--- src/rtl/rpcm_pkg.sv ---
// ----------------------------------------------------------------------------
// rpcm_pkg: shared types and constants for the RMS / peak / crossing meter
// Holds the sequencer states, register indexes, frame limits and the
// saturation helpers.
// ----------------------------------------------------------------------------
`default_nettype none

package rpcm_pkg;

    localparam int MAX_SAMPLES   = 4096;
    localparam int MAX_CROSSINGS = 100;
    localparam int SAMPLE_BITS   = 12;

    localparam int CNT_W   = $clog2(MAX_SAMPLES + 1);
    localparam int XCNT_W  = $clog2(MAX_CROSSINGS + 1);
    localparam int SQ_W    = 2 * SAMPLE_BITS - 2 + CNT_W;
    localparam int ABS_W   = SAMPLE_BITS + CNT_W - 1;
    localparam int PSUM_W  = 40;

    // form factor reads zero when the mean current is at or below this level, crest factor when the RMS current is
    localparam logic [31:0] MIN_LEVEL = 32'd65;

    // configuration register indexes
    typedef enum logic [1:0] {
        REG_CURRENT_SCALE   = 2'd0,
        REG_VOLTAGE_SCALE   = 2'd1,
        REG_FALLBACK_PERIOD = 2'd2
    } reg_index_t;

    // sequencer states
    typedef enum logic [4:0] {
        ST_IDLE,
        ST_MUL_IPK,
        ST_MUL_VPK,
        ST_MUL_IABS,
        ST_MUL_VABS,
        ST_DIV_IMEAN,
        ST_LD_VMEAN,
        ST_DIV_VMEAN,
        ST_LD_ISQ,
        ST_DIV_ISQ,
        ST_SQRT_I,
        ST_IRMS_W,
        ST_DIV_VSQ,
        ST_SQRT_V,
        ST_VRMS_W,
        ST_DIV_FF,
        ST_LD_CF,
        ST_DIV_CF,
        ST_LD_PER,
        ST_DIV_PER,
        ST_MUL_PC,
        ST_LD_PH,
        ST_DIV_PH,
        ST_OUT
    } seq_state_t;

    function automatic logic [31:0] sat32(input logic [63:0] v);
        sat32 = (v[63:32] != 32'd0) ? 32'hFFFF_FFFF : v[31:0];
    endfunction

    function automatic logic [23:0] sat24(input logic [63:0] v);
        sat24 = (v[63:24] != 40'd0) ? 24'hFF_FFFF : v[23:0];
    endfunction

endpackage

`default_nettype wire

--- src/rtl/rms_peak_crossing_meter.sv ---
// ----------------------------------------------------------------------------
// rms_peak_crossing_meter: true RMS, peak and crest factor meter
// Accumulates a frame of current / voltage samples, then computes scaled
// peaks, RMS, mean absolute values, form / crest factor, period and phase.
// ----------------------------------------------------------------------------
//  channel   dir  width  content
//  s_axis    in   56+1   current, voltage, time; tlast ends frame
//  m_axis    out  304+2  one result per frame
//  cfg       in   2+32   scale and fallback period registers
//
//  Samples are taken one per cycle while the meter is idle.
//  After the last sample a sequencer drives one 41x24 multiplier, one
//  restoring divider and a square root unit.
//  s_axis_tready stays low from the last sample until the result is taken.
//  Reset restores the register defaults and clears the frame.
`default_nettype none

module rms_peak_crossing_meter
    import rpcm_pkg::*;
(
    input  wire logic          clk,
    input  wire logic          rst_n,
    input  wire logic          s_axis_tvalid,
    output logic               s_axis_tready,
    // [11:0] current_sample, [23:12] voltage_sample, [55:24] sample_time
    input  wire logic [55:0]   s_axis_tdata,
    input  wire logic          s_axis_tlast,
    output logic               m_axis_tvalid,
    input  wire logic          m_axis_tready,
    // [31:0] current_peak, [63:32] voltage_peak, [95:64] current_rms,
    // [127:96] voltage_rms, [159:128] current_mean_abs,
    // [191:160] voltage_mean_abs, [215:192] form_factor,
    // [239:216] crest_factor, [271:240] resonance_period,
    // [303:272] phase_degrees
    output logic [303:0]       m_axis_tdata,
    // [0] period_measured, [1] phase_found
    output logic [1:0]         m_axis_tuser,
    input  wire logic          cfg_we,
    input  wire logic [1:0]    cfg_index,
    input  wire logic [31:0]   cfg_data
);

    // configuration
    logic [23:0] cscale_reg, vscale_reg;
    logic [31:0] fallback_reg;

    // frame state
    logic [CNT_W-1:0]        count_reg;
    logic [SAMPLE_BITS-1:0]  cpk_reg, vpk_reg;
    logic [SQ_W-1:0]         csq_reg, vsq_reg;
    logic [ABS_W-1:0]        cabs_reg, vabs_reg;
    logic signed [SAMPLE_BITS-1:0] cprev_reg, vprev_reg;
    logic [XCNT_W-1:0]       xcnt_reg;
    logic [31:0]             lastx_reg;
    logic [PSUM_W-1:0]       psum_reg;
    logic [XCNT_W-1:0]       pcnt_reg;
    logic [31:0]             fvt_reg, fct_reg;
    logic                    prev_ok_reg, vseen_reg, iseen_reg;

    // sequencer and shared units
    seq_state_t  state_reg, state_next;
    logic [6:0]  cnt_reg, cnt_next;
    logic [63:0] prod_reg, prod_next;
    logic [39:0] rem_reg, rem_next, dvs_reg, dvs_next;
    logic [63:0] quo_reg, quo_next;
    logic [51:0] sx_reg, sx_next;
    logic [25:0] root_reg, root_next;
    logic [27:0] srem_reg, srem_next;

    // results
    logic [31:0] ipk_reg, ipk_next, vpk_res_reg, vpk_res_next;
    logic [31:0] irms_reg, irms_next, vrms_reg, vrms_next;
    logic [31:0] imean_reg, imean_next, vmean_reg, vmean_next;
    logic [23:0] ff_reg, ff_next, cf_reg, cf_next;
    logic [31:0] per_reg, per_next, phase_reg, phase_next;
    logic        valid_reg, valid_next;

    // ------------------------------------------------------------------
    // sample decode and per-sample terms
    logic signed [SAMPLE_BITS-1:0] ci, vi;
    logic [31:0]  t_in;
    logic [SAMPLE_BITS-1:0] ai, av;
    logic         take, acc_en, ix, vx, last_done;

    assign ci   = s_axis_tdata[11:0];
    assign vi   = s_axis_tdata[23:12];
    assign t_in = s_axis_tdata[55:24];
    assign ai   = ci[SAMPLE_BITS-1] ? SAMPLE_BITS'(-ci) : SAMPLE_BITS'(ci);
    assign av   = vi[SAMPLE_BITS-1] ? SAMPLE_BITS'(-vi) : SAMPLE_BITS'(vi);

    assign s_axis_tready = (state_reg == ST_IDLE);
    assign take   = s_axis_tvalid && s_axis_tready;
    assign acc_en = take && (count_reg < CNT_W'(MAX_SAMPLES));
    assign ix     = prev_ok_reg && (cprev_reg <= 0) && (ci > 0);
    assign vx     = prev_ok_reg && (vprev_reg <= 0) && (vi > 0);
    assign last_done = m_axis_tvalid && m_axis_tready;

    // ------------------------------------------------------------------
    // shared divider step: 64-bit dividend shifts through quo_reg
    logic [40:0] rem_sh, rem_dif;
    logic        dge;
    logic [39:0] rem_step;
    logic [63:0] quo_step;

    assign rem_sh   = {rem_reg, quo_reg[63]};
    assign rem_dif  = rem_sh - {1'b0, dvs_reg};
    assign dge      = rem_sh >= {1'b0, dvs_reg};
    assign rem_step = dge ? rem_dif[39:0] : rem_sh[39:0];
    assign quo_step = {quo_reg[62:0], dge};

    // square root step: two bits of the radicand per cycle
    logic [29:0] srem_sh, trial, srem_dif;
    logic        sge;
    logic [27:0] srem_step;
    logic [25:0] root_step;

    assign srem_sh   = {srem_reg, sx_reg[51:50]};
    assign trial     = {2'b00, root_reg, 2'b01};
    assign sge       = srem_sh >= trial;
    assign srem_dif  = srem_sh - trial;
    assign srem_step = sge ? srem_dif[27:0] : srem_sh[27:0];
    assign root_step = {root_reg[24:0], sge};

    // ------------------------------------------------------------------
    // frame-end helpers
    logic [CNT_W-1:0] n_div;
    logic             measured, found, ph_ok, ph_neg;
    logic [31:0]      ph_d;
    logic [63:0]      ph_q;

    assign n_div    = (count_reg != '0) ? count_reg : CNT_W'(1);
    assign measured = (pcnt_reg != '0);
    assign found    = vseen_reg && iseen_reg;
    assign ph_ok    = measured || (fallback_reg != 32'd0);
    assign ph_neg   = fct_reg < fvt_reg;
    assign ph_d     = ph_neg ? (fvt_reg - fct_reg) : (fct_reg - fvt_reg);

    // ------------------------------------------------------------------
    // next state
    always_comb
    begin
        state_next = state_reg;
        case (state_reg)
            ST_IDLE:      if (take && s_axis_tlast) state_next = ST_MUL_IPK;
            ST_MUL_IPK:   state_next = ST_MUL_VPK;
            ST_MUL_VPK:   state_next = ST_MUL_IABS;
            ST_MUL_IABS:  state_next = ST_MUL_VABS;
            ST_MUL_VABS:  state_next = ST_DIV_IMEAN;
            ST_DIV_IMEAN: if (cnt_reg == 7'd1) state_next = ST_LD_VMEAN;
            ST_LD_VMEAN:  state_next = ST_DIV_VMEAN;
            ST_DIV_VMEAN: if (cnt_reg == 7'd1) state_next = ST_LD_ISQ;
            ST_LD_ISQ:    state_next = ST_DIV_ISQ;
            ST_DIV_ISQ:   if (cnt_reg == 7'd1) state_next = ST_SQRT_I;
            ST_SQRT_I:    if (cnt_reg == 7'd1) state_next = ST_IRMS_W;
            ST_IRMS_W:    state_next = ST_DIV_VSQ;
            ST_DIV_VSQ:   if (cnt_reg == 7'd1) state_next = ST_SQRT_V;
            ST_SQRT_V:    if (cnt_reg == 7'd1) state_next = ST_VRMS_W;
            ST_VRMS_W:    state_next = ST_DIV_FF;
            ST_DIV_FF:    if (cnt_reg == 7'd1) state_next = ST_LD_CF;
            ST_LD_CF:     state_next = ST_DIV_CF;
            ST_DIV_CF:    if (cnt_reg == 7'd1) state_next = ST_LD_PER;
            ST_LD_PER:    state_next = ST_DIV_PER;
            ST_DIV_PER:   if (cnt_reg == 7'd1) state_next = ST_MUL_PC;
            ST_MUL_PC:    state_next = ST_LD_PH;
            ST_LD_PH:     state_next = ST_DIV_PH;
            ST_DIV_PH:    if (cnt_reg == 7'd1) state_next = ST_OUT;
            ST_OUT:       if (last_done) state_next = ST_IDLE;
            default:      state_next = ST_IDLE;
        endcase
    end

    // ------------------------------------------------------------------
    // datapath control per state
    logic [40:0] mul_a;
    logic [23:0] mul_b;
    logic        mul_en;
    logic [64:0] mul_p;
    logic        div_ld;
    logic [63:0] div_a;
    logic [39:0] div_b;

    assign mul_p = 65'(mul_a) * 65'(mul_b);

    always_comb
    begin
        mul_en = 1'b0; mul_a = '0; mul_b = '0;
        div_ld = 1'b0; div_a = '0; div_b = '0;
        cnt_next = cnt_reg;
        rem_next = rem_reg; quo_next = quo_reg; dvs_next = dvs_reg;
        sx_next = sx_reg; root_next = root_reg; srem_next = srem_reg;
        ipk_next = ipk_reg; vpk_res_next = vpk_res_reg;
        irms_next = irms_reg; vrms_next = vrms_reg;
        imean_next = imean_reg; vmean_next = vmean_reg;
        ff_next = ff_reg; cf_next = cf_reg;
        per_next = per_reg; phase_next = phase_reg;
        valid_next = valid_reg;

        case (state_reg)
            ST_MUL_IPK:
            begin
                mul_en = 1'b1; mul_a = 41'(cpk_reg); mul_b = cscale_reg;
            end
            ST_MUL_VPK:
            begin
                ipk_next = sat32(prod_reg);
                mul_en = 1'b1; mul_a = 41'(vpk_reg); mul_b = vscale_reg;
            end
            ST_MUL_IABS:
            begin
                vpk_res_next = sat32(prod_reg);
                mul_en = 1'b1; mul_a = 41'(cabs_reg); mul_b = cscale_reg;
            end
            ST_MUL_VABS:
            begin
                div_ld = 1'b1; div_a = prod_reg; div_b = 40'(n_div);
                mul_en = 1'b1; mul_a = 41'(vabs_reg); mul_b = vscale_reg;
            end
            ST_DIV_IMEAN:
            begin
                if (cnt_reg == 7'd1) imean_next = sat32(quo_step);
            end
            ST_LD_VMEAN:
            begin
                div_ld = 1'b1; div_a = prod_reg; div_b = 40'(n_div);
            end
            ST_DIV_VMEAN:
            begin
                if (cnt_reg == 7'd1) vmean_next = sat32(quo_step);
            end
            ST_LD_ISQ:
            begin
                div_ld = 1'b1; div_a = {13'd0, csq_reg, 16'd0};
                div_b = 40'(n_div);
            end
            ST_DIV_ISQ, ST_DIV_VSQ:
            begin
                if (cnt_reg == 7'd1)
                begin
                    sx_next = quo_step[51:0]; root_next = '0; srem_next = '0;
                end
            end
            ST_SQRT_I:
            begin
                if (cnt_reg == 7'd1)
                begin
                    mul_en = 1'b1; mul_a = 41'(root_step); mul_b = cscale_reg;
                end
            end
            ST_IRMS_W:
            begin
                irms_next = sat32({8'd0, prod_reg[63:8]});
                div_ld = 1'b1; div_a = {13'd0, vsq_reg, 16'd0};
                div_b = 40'(n_div);
            end
            ST_SQRT_V:
            begin
                if (cnt_reg == 7'd1)
                begin
                    mul_en = 1'b1; mul_a = 41'(root_step); mul_b = vscale_reg;
                end
            end
            ST_VRMS_W:
            begin
                vrms_next = sat32({8'd0, prod_reg[63:8]});
                div_ld = 1'b1; div_a = {16'd0, irms_reg, 16'd0};
                div_b = 40'(imean_reg);
            end
            ST_DIV_FF:
            begin
                if (cnt_reg == 7'd1)
                    ff_next = (imean_reg > MIN_LEVEL) ? sat24(quo_step) : 24'd0;
            end
            ST_LD_CF:
            begin
                div_ld = 1'b1; div_a = {16'd0, ipk_reg, 16'd0};
                div_b = 40'(irms_reg);
            end
            ST_DIV_CF:
            begin
                if (cnt_reg == 7'd1)
                    cf_next = (irms_reg > MIN_LEVEL) ? sat24(quo_step) : 24'd0;
            end
            ST_LD_PER:
            begin
                div_ld = 1'b1;
                if (measured)
                begin
                    div_a = {8'd0, psum_reg, 16'd0}; div_b = 40'(pcnt_reg);
                end
                else
                begin
                    div_a = {16'd0, fallback_reg, 16'd0}; div_b = 40'd1;
                end
            end
            ST_DIV_PER:
            begin
                if (cnt_reg == 7'd1) per_next = sat32(quo_step);
                mul_en = 1'b1; mul_a = 41'(ph_d); mul_b = 24'd360;
            end
            ST_MUL_PC:
            begin
                mul_en = 1'b1; mul_a = prod_reg[40:0];
                mul_b = measured ? 24'(pcnt_reg) : 24'd1;
            end
            ST_LD_PH:
            begin
                div_ld = 1'b1; div_a = {prod_reg[47:0], 16'd0};
                div_b = measured ? psum_reg : 40'(fallback_reg);
            end
            ST_DIV_PH:
            begin
                if (cnt_reg == 7'd1)
                begin
                    valid_next = 1'b1;
                    if (!found || !ph_ok)
                        phase_next = 32'd0;
                    else if (ph_neg)
                        phase_next = (quo_step > 64'h8000_0000) ? 32'h8000_0000
                                   : 32'(64'd0 - quo_step);
                    else
                        phase_next = (quo_step > 64'h7FFF_FFFF) ? 32'h7FFF_FFFF
                                   : quo_step[31:0];
                end
            end
            ST_OUT:
            begin
                if (last_done) valid_next = 1'b0;
            end
            default:
            begin
                valid_next = valid_reg;
            end
        endcase

        // iterate the divider and root units
        if (state_reg == ST_DIV_IMEAN || state_reg == ST_DIV_VMEAN ||
            state_reg == ST_DIV_ISQ || state_reg == ST_DIV_VSQ ||
            state_reg == ST_DIV_FF || state_reg == ST_DIV_CF ||
            state_reg == ST_DIV_PER || state_reg == ST_DIV_PH)
        begin
            rem_next = rem_step; quo_next = quo_step;
            cnt_next = (cnt_reg == 7'd1 &&
                        (state_reg == ST_DIV_ISQ || state_reg == ST_DIV_VSQ))
                       ? 7'd26 : cnt_reg - 7'd1;
        end
        if (state_reg == ST_SQRT_I || state_reg == ST_SQRT_V)
        begin
            srem_next = srem_step; root_next = root_step;
            sx_next = {sx_reg[49:0], 2'b00};
            cnt_next = cnt_reg - 7'd1;
        end
        if (div_ld)
        begin
            rem_next = '0; quo_next = div_a; dvs_next = div_b; cnt_next = 7'd64;
        end

        prod_next = mul_en ? mul_p[63:0] : prod_reg;
    end

    // ------------------------------------------------------------------
    // control registers, configuration and frame accumulators
    always_ff @(posedge clk or negedge rst_n)
    begin
        if (!rst_n)
        begin
            state_reg    <= ST_IDLE;
            valid_reg    <= 1'b0;
            cnt_reg      <= '0;
            cscale_reg   <= 24'd65536;
            vscale_reg   <= 24'd65536;
            fallback_reg <= 32'd40;
            count_reg    <= '0;
            cpk_reg      <= '0;
            vpk_reg      <= '0;
            csq_reg      <= '0;
            vsq_reg      <= '0;
            cabs_reg     <= '0;
            vabs_reg     <= '0;
            cprev_reg    <= '0;
            vprev_reg    <= '0;
            xcnt_reg     <= '0;
            lastx_reg    <= '0;
            psum_reg     <= '0;
            pcnt_reg     <= '0;
            fvt_reg      <= '0;
            fct_reg      <= '0;
            prev_ok_reg  <= 1'b0;
            vseen_reg    <= 1'b0;
            iseen_reg    <= 1'b0;
        end
        else
        begin
            state_reg <= state_next;
            valid_reg <= valid_next;
            cnt_reg   <= cnt_next;

            if (cfg_we)
            begin
                case (cfg_index)
                    REG_CURRENT_SCALE:   cscale_reg   <= cfg_data[23:0];
                    REG_VOLTAGE_SCALE:   vscale_reg   <= cfg_data[23:0];
                    REG_FALLBACK_PERIOD: fallback_reg <= cfg_data;
                    default:             ;
                endcase
            end

            if (last_done)
            begin
                // result taken: start a fresh frame
                count_reg   <= '0;
                cpk_reg     <= '0;
                vpk_reg     <= '0;
                csq_reg     <= '0;
                vsq_reg     <= '0;
                cabs_reg    <= '0;
                vabs_reg    <= '0;
                cprev_reg   <= '0;
                vprev_reg   <= '0;
                xcnt_reg    <= '0;
                lastx_reg   <= '0;
                psum_reg    <= '0;
                pcnt_reg    <= '0;
                fvt_reg     <= '0;
                fct_reg     <= '0;
                prev_ok_reg <= 1'b0;
                vseen_reg   <= 1'b0;
                iseen_reg   <= 1'b0;
            end
            else if (acc_en)
            begin
                if (ai > cpk_reg) cpk_reg <= ai;
                if (av > vpk_reg) vpk_reg <= av;
                csq_reg  <= csq_reg + SQ_W'(ai) * SQ_W'(ai);
                vsq_reg  <= vsq_reg + SQ_W'(av) * SQ_W'(av);
                cabs_reg <= cabs_reg + ABS_W'(ai);
                vabs_reg <= vabs_reg + ABS_W'(av);
                if (ix)
                begin
                    if (!iseen_reg)
                    begin
                        fct_reg   <= t_in;
                        iseen_reg <= 1'b1;
                    end
                    if (xcnt_reg < XCNT_W'(MAX_CROSSINGS))
                    begin
                        if (xcnt_reg != '0 && t_in > lastx_reg)
                        begin
                            psum_reg <= psum_reg + PSUM_W'(t_in - lastx_reg);
                            pcnt_reg <= pcnt_reg + XCNT_W'(1);
                        end
                        lastx_reg <= t_in;
                        xcnt_reg  <= xcnt_reg + XCNT_W'(1);
                    end
                end
                if (vx && !vseen_reg)
                begin
                    fvt_reg   <= t_in;
                    vseen_reg <= 1'b1;
                end
                cprev_reg   <= ci;
                vprev_reg   <= vi;
                prev_ok_reg <= 1'b1;
                count_reg   <= count_reg + CNT_W'(1);
            end
        end
    end

    // ------------------------------------------------------------------
    // arithmetic payload registers
    always_ff @(posedge clk)
    begin
        prod_reg    <= prod_next;
        rem_reg     <= rem_next;
        quo_reg     <= quo_next;
        dvs_reg     <= dvs_next;
        sx_reg      <= sx_next;
        root_reg    <= root_next;
        srem_reg    <= srem_next;
        ipk_reg     <= ipk_next;
        vpk_res_reg <= vpk_res_next;
        irms_reg    <= irms_next;
        vrms_reg    <= vrms_next;
        imean_reg   <= imean_next;
        vmean_reg   <= vmean_next;
        ff_reg      <= ff_next;
        cf_reg      <= cf_next;
        per_reg     <= per_next;
        phase_reg   <= phase_next;
    end

    // result port
    assign m_axis_tvalid = valid_reg;
    assign m_axis_tdata  = {phase_reg, per_reg, cf_reg, ff_reg, vmean_reg,
                            imean_reg, vrms_reg, irms_reg, vpk_res_reg, ipk_reg};
    assign m_axis_tuser  = {found, measured};

endmodule

`default_nettype wire
--- config.mk ---
export PLATFORM = sky130hd
export DESIGN_NAME = rms_peak_crossing_meter
export DESIGN_NICKNAME = d
export VERILOG_FILES = /design/src/rtl/rpcm_pkg.sv /design/src/rtl/rms_peak_crossing_meter.sv
export SDC_FILE = /design/constraint.sdc
export NUM_CORES = 2
export LEC_CHECK = 0
export BUFFER_PORTS_ARGS = -buffer_cell sky130_fd_sc_hd__buf_2
export CAP_MARGIN = 5
export CORE_UTILIZATION = 25
export CTS_CLUSTER_SIZE = 28
export DETAILED_ROUTE_END_ITERATION = 12
export PLACE_DENSITY_LB_ADDON = 0.2
export SYNTH_ARGS = -nofsm -noshare
export SYNTH_HDL_FRONTEND = slang
export SYNTH_SLANG_ARGS = --single-unit
--- constraint.sdc ---
create_clock -name clk -period 14.4 [get_ports clk]
set_input_delay 1.44 -clock clk [delete_from_list [all_inputs] [get_ports clk]]
set_output_delay 1.44 -clock clk [all_outputs]
set_load 0.03 [all_outputs]
==> qor.yml <==
clock_tree:
  cts_tree: "yes"
  clockBufferDepth: 3
  clock_sinks: 1043
  clkSlewWorstSetupHoldPaths_ns: 0.07
  clkLatencyLatePin_ns: 0.88
  cts_made_buffers: 121
  clock-root-buffer: "clkbuf_16"
  ctsResizeCount: 0
  ctsHoldBuffers: 0
  postCtsSetupRepairBufs: 0
  cts_max_level: 3
critical_path:
  endpoint_kind: "flip-flop"
  cpMostUsedCell: "fa_1"
  critPathTopFamily: "adder cells"
  worst-path-buf-inv: 7
  cpPeakStageDelay_ns: 1.02
  crit_type: "reg -> reg"
  cp.required_ns: 14.93
  start_kind: "flip-flop"
  worstPathArrival_ns: 12.57
  path_max_fanout: 20
  crit_path_top_delay_cell: "nor4_1"
logic_synthesis:
  synth_edf_count: 576
  synth.largest_area_cell: "fa_1"
  synth.mux.area_fraction: 0.0225
  ys.flop_type: "edfxtp_1"
  synth_area_um2: 94800
  synthXorXnorAreaFrac: 0.0293
  synth_top_family_by_area: "adder cells"
  synth_top_area_share: 0.224
  synth_compound_gate_area_share: 0.131
  synth_most_common_cell: "inv_1"
  avgSynthCellArea_um2: 9.53
  synthTopCellsByCount: "1,487 x inv_1, 1,120 x nand2_1, 1,060 x fa_1"
  synth-adder-area-share: 0.300
  synth_area_leaders: "fa_1 22%, edfxtp_1 18%, dfrtp_1 11%"
  yosys.area_share.simple: 0.135
  ys_types: 105
  async_flop_share: 0.407
  yosysSeqAreaShare: 0.304
  syn_inst: 9948
  ys_seq_elements: 1043
  ys_warn_count: 0
global_route:
  grt_max_degree: 153
  first_global_vias: 75500
  grtUsageTotal: 0.202
  grt_first_pass_wirelength_um: 559000
  grt_overflow: 0
  antenna_found_initial: 45
drt:
  route.detailed.drc: 0
  vias: 75800
  first_iter_violations: 6558
  detail_route.vias_per_cell: 4.87
  routed_wl_um: 391000
  antenna_left: 0
  wl_per_cell_um: 25.1
  drtPass1Iterations: 9
timing:
  fin_skew_ns: 0.146
  hold_viol_final: 0
  setup_viol: 0
  fmax_mhz: 83.1
  max_slew.worst_pin.slew_ns: 1.34
  setup_tns_ns: 0
  rsz0062_at_grt: "no"
  drv_slew: 0
  fin_crit_ns: 12.04
  worst_slack_ns: 2.36
  fin_crit_sh: 0.836
  slew_headroom: 0.0840
place:
  port_buffers: 403
  dp_cells: 15300
  globalplace.congestion: 0.939
  place_worst_setup_slack_ns: 2.52
  hpwlAfterDp_um: 311000
layout:
  drive_gt1_frac: 0.0995
  ff_latch_area_um2: 28800
  nets: 12200
  area_growth_pct: 14.2
  multiInputGateArea_um2: 59900
  fill_cells: 40200
  final_cells: 15600
flow_run:
  cap_violations: 0
die:
  fp.dieW_um: 618
  die_area_um2: 382000
  chipHeight_um: 618
  row_count: 225
  start_util: 0.252
  io_pins: 404
  core_area_um2: 376000
power_and_ir_drop:
  p_leak_nw: 48.5
  power_w: 0.0156
  ir_worst_vdd_mv: 0.389
  p_per_area_nw_per_um2: 144
outcome:
  outcome: "finished, final reports clean"
hold_path:
  hold_path.class: "reg -> reg"
[power breakdown]
group          internal, W  switching (W)  leakage [nW]
combinational      0.00347        0.00496          35.2
clock              0.00190        0.00149          2.06
sequential         0.00355       0.000274          11.2
total              0.00892        0.00672          48.5
[final cells by class]
class	instances	share of cell area
antenna	29	0.000670
clock buffer	148	0.0302
clock inverter	80	0.00941
inverter	1499	0.0520
multi-input combinational	7196	0.553
sequential	1043	0.266
tap	4994	0.0577
timing repair buffer	581	0.0312
[worst paths after layout]
check	slack (ns)	start	to	cells past startpoint
max	2.36	fct_reg[0]	prod_reg[52]	37
min	0.45	rem_reg[34]	rem_reg[35]	2
max reg2reg	2.36	fct_reg[0]	prod_reg[52]	37
min reg2reg	0.45	rem_reg[34]	rem_reg[35]	2
max in group asynchronous	11.36	rst_n	vsq_reg[8]	3
min in group asynchronous	0.71	rst_n	xcnt_reg[4]	1
[stage by stage]
step / util / cell area (µm²) / hold slack (ns)
2_1_floorplan: - / 95800 / 0.444
3_3_place_gp: 0.276 / 104000 / 0.464
3_5_place_dp: 0.276 / 104000 / 0.473
4_1_cts: 0.287 / 108000 / 0.437
5_1_grt: 0.288 / 108000 / 0.496
6_report: 0.288 / 108000 / 0.451
[cell families (layout without fill, tap and decap cells)]
| kind of cell | count (synthesis) | in the layout |
|---|---|---|
| other | 2 | 291 |
| multiplexers | 199 | 199 |
| AND/OR/NAND/NOR | 2872 | 2872 |
| buffers and inverters | 1969 | 2308 |
| flip-flops | 1043 | 1043 |
| adder cells (fa/ha/maj) | 1633 | 1633 |
| XOR/XNOR | 317 | 317 |
| AO/OA/AOI/OAI | 1913 | 1913 |
[tightest hold or removal path, stage by stage (launching register included)]
cell	delay, ns
dfxtp_1	0.36
a32oi_1	0.09
o21ai_0	0.07
[per-layer routing]
metal,part of all wire,up-vias,track usage
met5,0.00024,-,0
met4,0.037,14,0.0657
met3,0.070,473,0.0367
met2,0.45,2509,0.320
met1,0.44,38900,0.277
li1,-,33900,-
[cells in the final DEF (no fill, tap or decap), types with 27 or more instances in the layout]
master	netlist	final
buf_2	37	402
and2_1	42	42
o21bai_1	50	50
dfxtp_1	42	42
o211ai_1	28	28
o21a_1	51	49
nor3_1	94	87
mux2i_1	85	85
ha_1	573	573
a211oi_1	68	68
dfrtp_1	421	421
nand3_1	214	211
and3_1	68	67
a21o_1	194	194
o31ai_1	28	27
xnor2_1	190	187
or2_2	47	47
edfxtp_1	576	576
mux2_2	114	114
a22o_1	89	88
fa_1	1060	1060
nand2_1	1120	1116
a22oi_1	159	158
inv_1	1487	1485
nand4_1	68	68
or3_1	114	114
buf_4	4	177
nor4_1	58	55
xor2_1	127	127
clkbuf_16	0	123
a222oi_1	36	36
conb_1	2	262
a31oi_1	56	56
o21ai_0	276	274
nor2b_1	55	54
diode_2	0	29
a21oi_1	672	669
nor2_1	854	838
nand2b_1	52	51
(Power assumes the default switching activity.)
